## config.mk

```make
export PLATFORM = sky130hd
export DESIGN_NAME = gpu_timer_alarm_registers_core_flat
export DESIGN_NICKNAME = d
export VERILOG_FILES = /design/src/hw/rtl/gtar_pkg.sv /design/src/hw/rtl/gtar_cmd_if.sv /design/src/hw/rtl/gtar_rsp_if.sv /design/src/hw/rtl/gtar_core.sv /design/src/flat_wrapper.sv
export VERILOG_INCLUDE_DIRS = /design/src /design/src/hw/rtl
export SDC_FILE = /design/constraint.sdc
export NUM_CORES = 1
export LEC_CHECK = 0
export ABC_AREA = 1
export BUFFER_PORTS_ARGS = -buffer_cell sky130_fd_sc_hd__buf_4
export CAP_MARGIN = 30
export CORE_MARGIN = 3
export CORE_UTILIZATION = 45
export CTS_CLUSTER_SIZE = 25
export DETAILED_ROUTE_END_ITERATION = 10
export GPL_TIMING_DRIVEN = 0
export PLACE_DENSITY = 0.64
export SLEW_MARGIN = 20
export SYNTH_ARGS = -nofsm -noshare
export SYNTH_HDL_FRONTEND = slang
export SYNTH_SLANG_ARGS = --single-unit
```

## constraint.sdc

```tcl
create_clock -name clk -period 5.69 [get_ports clk]
set_input_delay 1.138 -clock clk [delete_from_list [all_inputs] [get_ports clk]]
set_output_delay 1.138 -clock clk [all_outputs]
set_load 0.005 [all_outputs]
```

## src/hw/rtl/assert_macros.svh

```systemverilog
//----------------------------------------------------------------------------
// assertion macros
// shared concurrent assertion helpers for the timer block
//----------------------------------------------------------------------------
`ifndef ASSERT_MACROS_SVH
`define ASSERT_MACROS_SVH

`ifndef NO_ASSERTIONS

// checked only while out of reset
`define GTAR_ASSERT(lbl, prop, msg) \
    lbl: assert property (@(posedge clk) disable iff (!rst_n) prop) else $error(msg);

// checked at every edge, reset included
`define GTAR_ASSERT_ALWAYS(lbl, prop, msg) \
    lbl: assert property (@(posedge clk) prop) else $error(msg);

`else

`define GTAR_ASSERT(lbl, prop, msg)
`define GTAR_ASSERT_ALWAYS(lbl, prop, msg)

`endif

`endif

```

## src/hw/rtl/gtar_pkg.sv

```systemverilog
//----------------------------------------------------------------------------
// gtar_pkg
// types, register offsets and codes of the timer register block
//----------------------------------------------------------------------------
package gtar_pkg;

    // size of the register window in bytes
    localparam int unsigned WINDOW_BYTES = 4096;

    localparam int unsigned OFF_W  = 12;
    localparam int unsigned DATA_W = 32;

    // commands
    localparam logic [1:0] CMD_TICK  = 2'd0;
    localparam logic [1:0] CMD_READ  = 2'd1;
    localparam logic [1:0] CMD_WRITE = 2'd2;

    // result status codes
    localparam logic [2:0] ST_OK        = 3'd0;
    localparam logic [2:0] ST_RANGE     = 3'd1;
    localparam logic [2:0] ST_BAD_SIZE  = 3'd2;
    localparam logic [2:0] ST_UNALIGNED = 3'd3;
    localparam logic [2:0] ST_UNHANDLED = 3'd4;

    // access sizes in bytes
    localparam logic [2:0] SIZE_BYTE = 3'd1;
    localparam logic [2:0] SIZE_HALF = 3'd2;
    localparam logic [2:0] SIZE_WORD = 3'd4;

    // word offsets of the register map
    localparam logic [OFF_W-1:0] RG_INTR   = 12'h100;
    localparam logic [OFF_W-1:0] RG_INTREN = 12'h140;
    localparam logic [OFF_W-1:0] RG_NUM    = 12'h200;
    localparam logic [OFF_W-1:0] RG_DEN    = 12'h210;
    localparam logic [OFF_W-1:0] RG_TLO    = 12'h400;
    localparam logic [OFF_W-1:0] RG_THI    = 12'h410;
    localparam logic [OFF_W-1:0] RG_ALARM  = 12'h420;

    typedef struct packed {
        logic [1:0]        cmd;
        logic [OFF_W-1:0]  byte_offset;
        logic [2:0]        access_size;
        logic [DATA_W-1:0] write_data;
    } cmd_word_t;

    typedef struct packed {
        logic [DATA_W-1:0] read_data;
        logic [2:0]        status;
        logic              alarm_pending;
    } rsp_word_t;

endpackage

```

## src/hw/rtl/gtar_cmd_if.sv

```systemverilog
//----------------------------------------------------------------------------
// gtar_cmd_if
// valid/ready channel carrying tick and bus command words
//----------------------------------------------------------------------------
interface gtar_cmd_if;
    logic                valid;
    logic                ready;
    gtar_pkg::cmd_word_t data;

    modport source (output valid, output data, input ready);
    modport sink   (input valid, input data, output ready);
endinterface

```

## src/hw/rtl/gtar_rsp_if.sv

```systemverilog
//----------------------------------------------------------------------------
// gtar_rsp_if
// valid/ready channel carrying result words
//----------------------------------------------------------------------------
interface gtar_rsp_if;
    logic                valid;
    logic                ready;
    gtar_pkg::rsp_word_t data;

    modport source (output valid, output data, input ready);
    modport sink   (input valid, input data, output ready);
endinterface

```

## src/hw/rtl/gtar_core.sv

```systemverilog
//----------------------------------------------------------------------------
// gpu_timer_alarm_registers_core
// 64-bit timer behind a register window with a signed alarm compare
//----------------------------------------------------------------------------
//
//  channel  | dir | word        | contents
//  ---------+-----+-------------+------------------------------------------
//  cmd_ch   | in  | cmd_word_t  | cmd, byte_offset, access_size, write_data
//  rsp_ch   | out | rsp_word_t  | read_data, status, alarm_pending
//
//  one result word per command word; a word enters the input register,
//  is executed against the register file as it moves into the result
//  register, and one word is taken every cycle while the result side
//  keeps up
//  the tick increment and the alarm subtract sit in the same cycle and set
//  the clock period
//  rsp_ch stalls hold the result register; the input register still fills,
//  then cmd_ch.ready drops until the result is taken
//  reset (rst_n, async, active low) empties both registers and loads the
//  timer registers with their power-on values
//
`include "assert_macros.svh"

module gpu_timer_alarm_registers_core
(
    input  logic       clk,
    input  logic       rst_n,
    gtar_cmd_if.sink   cmd_ch,
    gtar_rsp_if.source rsp_ch
);

    // pipeline control
    logic                s1_valid_reg;
    gtar_pkg::cmd_word_t s1_word_reg;
    logic                out_valid_reg;
    gtar_pkg::rsp_word_t out_word_reg;
    gtar_pkg::rsp_word_t out_word_next;
    logic                advance;
    logic                exec;

    // architectural state
    logic [63:0] time_count_reg,  time_count_next;
    logic        intr_status_reg, intr_status_next;
    logic [31:0] intr_enable_reg, intr_enable_next;
    logic [31:0] rate_num_reg,    rate_num_next;
    logic [31:0] rate_den_reg,    rate_den_next;
    logic [31:0] alarm_reg,       alarm_next;

    // decode of the word held in the input register
    logic [gtar_pkg::OFF_W-1:0] word_addr;
    logic [4:0]                 lane_shift;
    logic                       over_window;
    logic [31:0]                rd_word;
    logic [31:0]                wr_mask;
    logic [31:0]                wr_val;
    logic [2:0]                 wr_status;
    logic [2:0]                 rd_status;
    logic [31:0]                rd_lane;
    logic [31:0]                alarm_diff;

    // result register frees when empty or when its word is taken
    assign advance      = !out_valid_reg || rsp_ch.ready;
    assign exec         = s1_valid_reg && advance;
    assign cmd_ch.ready = !s1_valid_reg || advance;

    assign rsp_ch.valid = out_valid_reg;
    assign rsp_ch.data  = out_word_reg;

    assign word_addr  = {s1_word_reg.byte_offset[gtar_pkg::OFF_W-1:2], 2'b00};
    assign lane_shift = {s1_word_reg.byte_offset[1:0], 3'b000};
    assign over_window = (32'(s1_word_reg.byte_offset) + 32'(s1_word_reg.access_size))
                         > 32'(gtar_pkg::WINDOW_BYTES);

    // register read mux
    always_comb
    begin
        case (word_addr)
            gtar_pkg::RG_INTR:   rd_word = {31'd0, intr_status_reg};
            gtar_pkg::RG_INTREN: rd_word = intr_enable_reg;
            gtar_pkg::RG_NUM:    rd_word = rate_num_reg;
            gtar_pkg::RG_DEN:    rd_word = rate_den_reg;
            gtar_pkg::RG_TLO:    rd_word = time_count_reg[31:0];
            gtar_pkg::RG_THI:    rd_word = time_count_reg[63:32];
            gtar_pkg::RG_ALARM:  rd_word = alarm_reg;
            default:             rd_word = 32'd0;
        endcase
    end

    // read lane select; unaligned reads are allowed
    always_comb
    begin
        rd_lane   = 32'd0;
        rd_status = gtar_pkg::ST_OK;
        if (over_window)
        begin
            rd_status = gtar_pkg::ST_RANGE;
        end
        else
        begin
            case (s1_word_reg.access_size)
                gtar_pkg::SIZE_BYTE: rd_lane = (rd_word >> lane_shift) & 32'h0000_00ff;
                gtar_pkg::SIZE_HALF: rd_lane = (rd_word >> lane_shift) & 32'h0000_ffff;
                gtar_pkg::SIZE_WORD: rd_lane = rd_word;
                default:             rd_status = gtar_pkg::ST_BAD_SIZE;
            endcase
        end
    end

    // write byte mask and lane-aligned value
    always_comb
    begin
        wr_mask   = 32'd0;
        wr_val    = 32'd0;
        wr_status = gtar_pkg::ST_OK;
        if (over_window)
        begin
            wr_status = gtar_pkg::ST_RANGE;
        end
        else
        begin
            case (s1_word_reg.access_size)
                gtar_pkg::SIZE_BYTE:
                begin
                    wr_mask = 32'h0000_00ff << lane_shift;
                    wr_val  = (s1_word_reg.write_data & 32'h0000_00ff) << lane_shift;
                end
                gtar_pkg::SIZE_HALF:
                begin
                    if (s1_word_reg.byte_offset[0])
                    begin
                        wr_status = gtar_pkg::ST_UNALIGNED;
                    end
                    wr_mask = 32'h0000_ffff << lane_shift;
                    wr_val  = (s1_word_reg.write_data & 32'h0000_ffff) << lane_shift;
                end
                gtar_pkg::SIZE_WORD:
                begin
                    if (s1_word_reg.byte_offset[1:0] != 2'b00)
                    begin
                        wr_status = gtar_pkg::ST_UNALIGNED;
                    end
                    wr_mask = 32'hffff_ffff;
                    wr_val  = s1_word_reg.write_data;
                end
                default:
                begin
                    wr_status = gtar_pkg::ST_BAD_SIZE;
                end
            endcase
        end
    end

    // execute one word against the register file
    always_comb
    begin
        time_count_next  = time_count_reg;
        intr_status_next = intr_status_reg;
        intr_enable_next = intr_enable_reg;
        rate_num_next    = rate_num_reg;
        rate_den_next    = rate_den_reg;
        alarm_next       = alarm_reg;
        out_word_next    = '0;

        case (s1_word_reg.cmd)
            gtar_pkg::CMD_TICK:
            begin
                time_count_next = time_count_reg + 64'd1;
            end
            gtar_pkg::CMD_READ:
            begin
                out_word_next.read_data = rd_lane;
                out_word_next.status    = rd_status;
            end
            gtar_pkg::CMD_WRITE:
            begin
                out_word_next.status = wr_status;
                if (wr_status == gtar_pkg::ST_OK)
                begin
                    case (word_addr)
                        gtar_pkg::RG_INTR:
                            // write one to clear
                            intr_status_next = intr_status_reg & !wr_val[0];
                        gtar_pkg::RG_INTREN:
                            intr_enable_next = (intr_enable_reg & ~wr_mask) | (wr_val & wr_mask);
                        gtar_pkg::RG_NUM:
                            rate_num_next = (rate_num_reg & ~wr_mask) | (wr_val & wr_mask);
                        gtar_pkg::RG_DEN:
                            rate_den_next = (rate_den_reg & ~wr_mask) | (wr_val & wr_mask);
                        gtar_pkg::RG_TLO:
                            time_count_next[31:0] =
                                (time_count_reg[31:0] & ~wr_mask) | (wr_val & wr_mask);
                        gtar_pkg::RG_THI:
                            time_count_next[63:32] =
                                (time_count_reg[63:32] & ~wr_mask) | (wr_val & wr_mask);
                        gtar_pkg::RG_ALARM:
                            alarm_next = (alarm_reg & ~wr_mask) | (wr_val & wr_mask);
                        default:
                            out_word_next.status = gtar_pkg::ST_UNHANDLED;
                    endcase
                end
            end
            default:
            begin
                // unused command: only the alarm check below
            end
        endcase

        // alarm fires, when enabled, once time low has reached the alarm, wrap-safe compare
        alarm_diff = time_count_next[31:0] - alarm_next;
        if (intr_enable_next[0] && !alarm_diff[31])
        begin
            intr_status_next = 1'b1;
        end

        out_word_next.alarm_pending = intr_status_next;
    end

    // control and architectural state
    always_ff @(posedge clk or negedge rst_n)
    begin
        if (!rst_n)
        begin
            s1_valid_reg    <= 1'b0;
            out_valid_reg   <= 1'b0;
            time_count_reg  <= 64'd0;
            intr_status_reg <= 1'b0;
            intr_enable_reg <= 32'd0;
            rate_num_reg    <= 32'd1;
            rate_den_reg    <= 32'd1;
            alarm_reg       <= 32'hffff_ffff;
        end
        else
        begin
            if (cmd_ch.ready)
            begin
                s1_valid_reg <= cmd_ch.valid;
            end
            if (advance)
            begin
                out_valid_reg <= s1_valid_reg;
            end
            if (exec)
            begin
                time_count_reg  <= time_count_next;
                intr_status_reg <= intr_status_next;
                intr_enable_reg <= intr_enable_next;
                rate_num_reg    <= rate_num_next;
                rate_den_reg    <= rate_den_next;
                alarm_reg       <= alarm_next;
            end
        end
    end

    // payload registers
    always_ff @(posedge clk)
    begin
        if (cmd_ch.valid && cmd_ch.ready)
        begin
            s1_word_reg <= cmd_ch.data;
        end
        if (exec)
        begin
            out_word_reg <= out_word_next;
        end
    end

    // pending bit shown with a result matches the live interrupt status
    `GTAR_ASSERT(a_pending_matches, out_valid_reg |-> (out_word_reg.alarm_pending == intr_status_reg), "alarm_pending out of step with interrupt status")

    // an executed tick advances the counter by exactly one
    `GTAR_ASSERT(a_tick_step, (exec && s1_word_reg.cmd == gtar_pkg::CMD_TICK) |=> (time_count_reg == $past(time_count_reg) + 64'd1), "tick did not advance the counter by one")

    // nonzero read data only comes with a successful access
    `GTAR_ASSERT(a_data_ok, (out_valid_reg && out_word_reg.read_data != 32'd0) |-> (out_word_reg.status == gtar_pkg::ST_OK), "read data returned with an error status")

    // state holds while no word executes
    `GTAR_ASSERT(a_state_hold, !exec |=> ($stable(time_count_reg) && $stable(alarm_reg) && $stable(intr_status_reg)), "timer state changed without an executed word")

    // full input register behind a stalled result must back-pressure
    `GTAR_ASSERT_ALWAYS(a_backpressure, (s1_valid_reg && out_valid_reg && !rsp_ch.ready) |-> !cmd_ch.ready, "command accepted while both stages are full")

endmodule

```

## src/flat_wrapper.sv

```systemverilog
// flat-port wrapper written by rule: the top's interface ports become plain ports
module gpu_timer_alarm_registers_core_flat 
  (clk, rst_n, cmd_ch_valid, cmd_ch_data, cmd_ch_ready, rsp_ch_valid, rsp_ch_data, rsp_ch_ready);
  gtar_cmd_if cmd_ch_i ();
  gtar_rsp_if rsp_ch_i ();
  input  logic clk;
  input  logic rst_n;
  input wire logic [$bits(cmd_ch_i.valid)-1:0] cmd_ch_valid;
  input wire logic [$bits(cmd_ch_i.data)-1:0] cmd_ch_data;
  output wire logic [$bits(cmd_ch_i.ready)-1:0] cmd_ch_ready;
  output wire logic [$bits(rsp_ch_i.valid)-1:0] rsp_ch_valid;
  output wire logic [$bits(rsp_ch_i.data)-1:0] rsp_ch_data;
  input wire logic [$bits(rsp_ch_i.ready)-1:0] rsp_ch_ready;
  assign cmd_ch_i.valid = cmd_ch_valid;
  assign cmd_ch_i.data = cmd_ch_data;
  assign cmd_ch_ready = cmd_ch_i.ready;
  assign rsp_ch_valid = rsp_ch_i.valid;
  assign rsp_ch_data = rsp_ch_i.data;
  assign rsp_ch_i.ready = rsp_ch_ready;
  gpu_timer_alarm_registers_core u_core (.clk(clk), .rst_n(rst_n), .cmd_ch(cmd_ch_i), .rsp_ch(rsp_ch_i));
endmodule
```

==> qor.txt <==
status: complete, no violations
crit path max fanout: 6
vias in the first global route: 16.7k
CTS tree: yes
Worst Path Required: 5.98 ns
buffers added on ports: 90
Sink Count: 280
multi-input gate area in the final layout: 0.00831 mm^2
Seq pwr share: 38.3%
area leader, netlist: dfrtp_1
CP endpoint kind: register
HPWL after detailed placement: 62.2 mm
# rows: 70
Seq cells post-synth: 280
setup_tns: 0 ns
clock buffer count from CTS: 36
post-synthesis sequential area ratio: 43.8%
min Tclk post-route: 5.52 ns
WP data arrival: 5.81 ns
total track usage: 39.0%
dpl cell area: 0.0185 mm^2
# hold bufs at CTS: 0
vias per cell: 6.29
Pwr Density: 341 mW/mm^2
routed via count: 18.3k
largest cells by area after synthesis: dfrtp_1, edfxtp_1, nand2_1
Area growth syn-to-layout: 16.2%
DIE AREA: 0.0403 mm^2
post-route ant nets: 0
area of the core: 0.0370 mm^2
1st-iter DRT viols: 2800
H-tree depth: 2
Setup CP Type: reg -> reg
drc violations: 0
Clock power frac: 35.3%
first-pass GRT wire length: 116 mm
pin slew with the least headroom to its limit: 1.10 ns
Syn Area/Cell: 7.68 um^2
Die Y: 201 um
FFs w/ async S/R, synth: 69.6%
CTS root buffer: clkbuf_16
Switch Pwr: 0.00253 W
cells after synthesis: 2223
largest net degree at the start of global routing: 94
CP startpoint kind: register
slowest cell delay on critical path: 0.54 ns
commonest non-fill, non-tap cell in the layout: nand2_1
Max Clock Skew: 0.0269 ns
CP Buf/Inv Count: 2
max_slew headroom: 27.0%
mapped cell area: 0.0171 mm^2
Leakage: 7.79 nW
total gr overflow: 0
DR WL/cell: 27.7 um
synthesis warning total: 0
P_int: 0.00422 W
period utilization: 97.0%
Worst path top cell family by delay: simple AND/OR/NAND/NOR gates
GPL Wtd Cong: 1.04
Clk pin slew, worst setup/hold paths: 0.07 ns
combinational share of power: 26.4%
Netlist cell types: 61
routed wire length: 80.5 mm
fmax: 0.181 GHz
Design Area, Final: 0.0198 mm^2
Register Area: 0.00747 mm^2
Top FF cell, synth: dfrtp_1
Die Width: 201 um
io pins: 91
fin nets: 2460
Final Hold Vio Count: 0
cell mode on critical path: nand2_1
Skew-Pair Late Insertion Delay: 0.57 ns
WHS: 0.410 ns
Initial Util: 46.2%
switching share of total power: 37.5%
Pre-antenna DRT Iters: 6
max_cap viols: 0
Mapped Nets: 2314
Max Slew Vio Count: 0
layout cells sized above 1: 11.2%
Post-synth EDFFs: 85
layout filler cell count: 3647
Peak VDD IR: 0.000228 V
post-layout util: 53.6%
most frequent cells in the layout: nand2_1, o21ai_0, inv_1, nor2_1, dfrtp_1
initial antenna violation count: 4
Final setup viols: 0
Longest Clk Path Bufs: 3
top cell type's share of synthesized area: 23.6%
Slowest cell on crit path: edfxtp_1
Hold Crit Class: in -> async
stage by stage:
stage                     cells  worst slack (ns)  power (W)
after floorplan            2223              1.43    0.00349
after global placement     2817            -0.146    0.00428
after detailed placement   2825           -0.0958    0.00430
after CTS                  2891            0.0361    0.00668
after global routing       2901           -0.0192    0.00699
final                      2903             0.170    0.00675
final cells by class:
class | count | share of cell area [%]
Antenna cell | 2 | 0.0252
Multi-Input combinational cell | 1596 | 41.9
Sequential cell | 280 | 37.7
Buffer | 87 | 1.82
Timing Repair Buffer | 108 | 4.37
Inverter | 260 | 4.93
Tap cell | 504 | 3.18
Clock buffer | 53 | 5.33
Clock inverter | 13 | 0.757
layer usage:
layer  share of wire [%]  vias to the layer above  GRT usage (%)
met5               0.016                        -              0
met1                  40                     8637           53.9
met2                  41                     1328           56.2
met4                 6.4                        2           20.7
li1                    -                     7992              -
met3                  13                      294           9.84
cells in the mapped netlist (34+ instances only):
| library cell | n |
|---|---|
| a22oi_1 | 41 |
| edfxtp_1 | 85 |
| a21oi_1 | 125 |
| nand3_1 | 54 |
| nand2_1 | 513 |
| clkbuf_1 | 70 |
| nor3_1 | 43 |
| nor2_1 | 198 |
| o21ai_0 | 297 |
| inv_1 | 246 |
| dfrtp_1 | 161 |
| dfstp_2 | 34 |
| ha_1 | 37 |
logic make-up after synthesis:
kind of cell               Yosys count  share of synthesized area, %
xor gates and xnor gates             5                         0.257
AOI/OAI and AO/OA                  647                          22.4
buffers and inverters              347                          7.77
and+or+nand+nor                    900                          22.5
muxes                                6                         0.352
DFF                                280                          43.8
adders and majority gates           38                          2.83
power groups by stage:
stage / registers [W] / clock network [W] / logic (W)
final: 0.00259 / 0.00239 / 0.00178
after global routing: 0.00261 / 0.00248 / 0.00190
after CTS: 0.00258 / 0.00240 / 0.00170
after detailed placement: 0.00261 / 0 / 0.00169
after global placement: 0.00261 / 0 / 0.00166
after floorplan: 0.00251 / 0 / 0.000978
path summary, 6_finish.rpt:
check | start | end | slack, ns | depth (start not counted)
max in group asynchronous | rst_n | async pin | 4.50 | 2
max | u_core.lane_shift[4] | u_core.rsp_ch.data[0] | 0.17 | 26
max reg2reg | u_core.lane_shift[4] | u_core.rsp_ch.data[0] | 0.17 | 26
min | rst_n | u_core.time_count_reg[22] | 0.41 | 1
min reg2reg | register | register | 0.48 | 2
min in group clk | register | register | 0.48 | 2
repair_timing:
item / 4_1_cts / 5_1_grt
endpoints found under the setup margin: 2 / 2
hold endpoints to repair: 0 / 0
pin swaps: 0 / 5
gates cloned: 0 / 0
setup buffers: 0 / 9
gates resized for setup: 1 / 13
(Power assumes the default switching activity.)
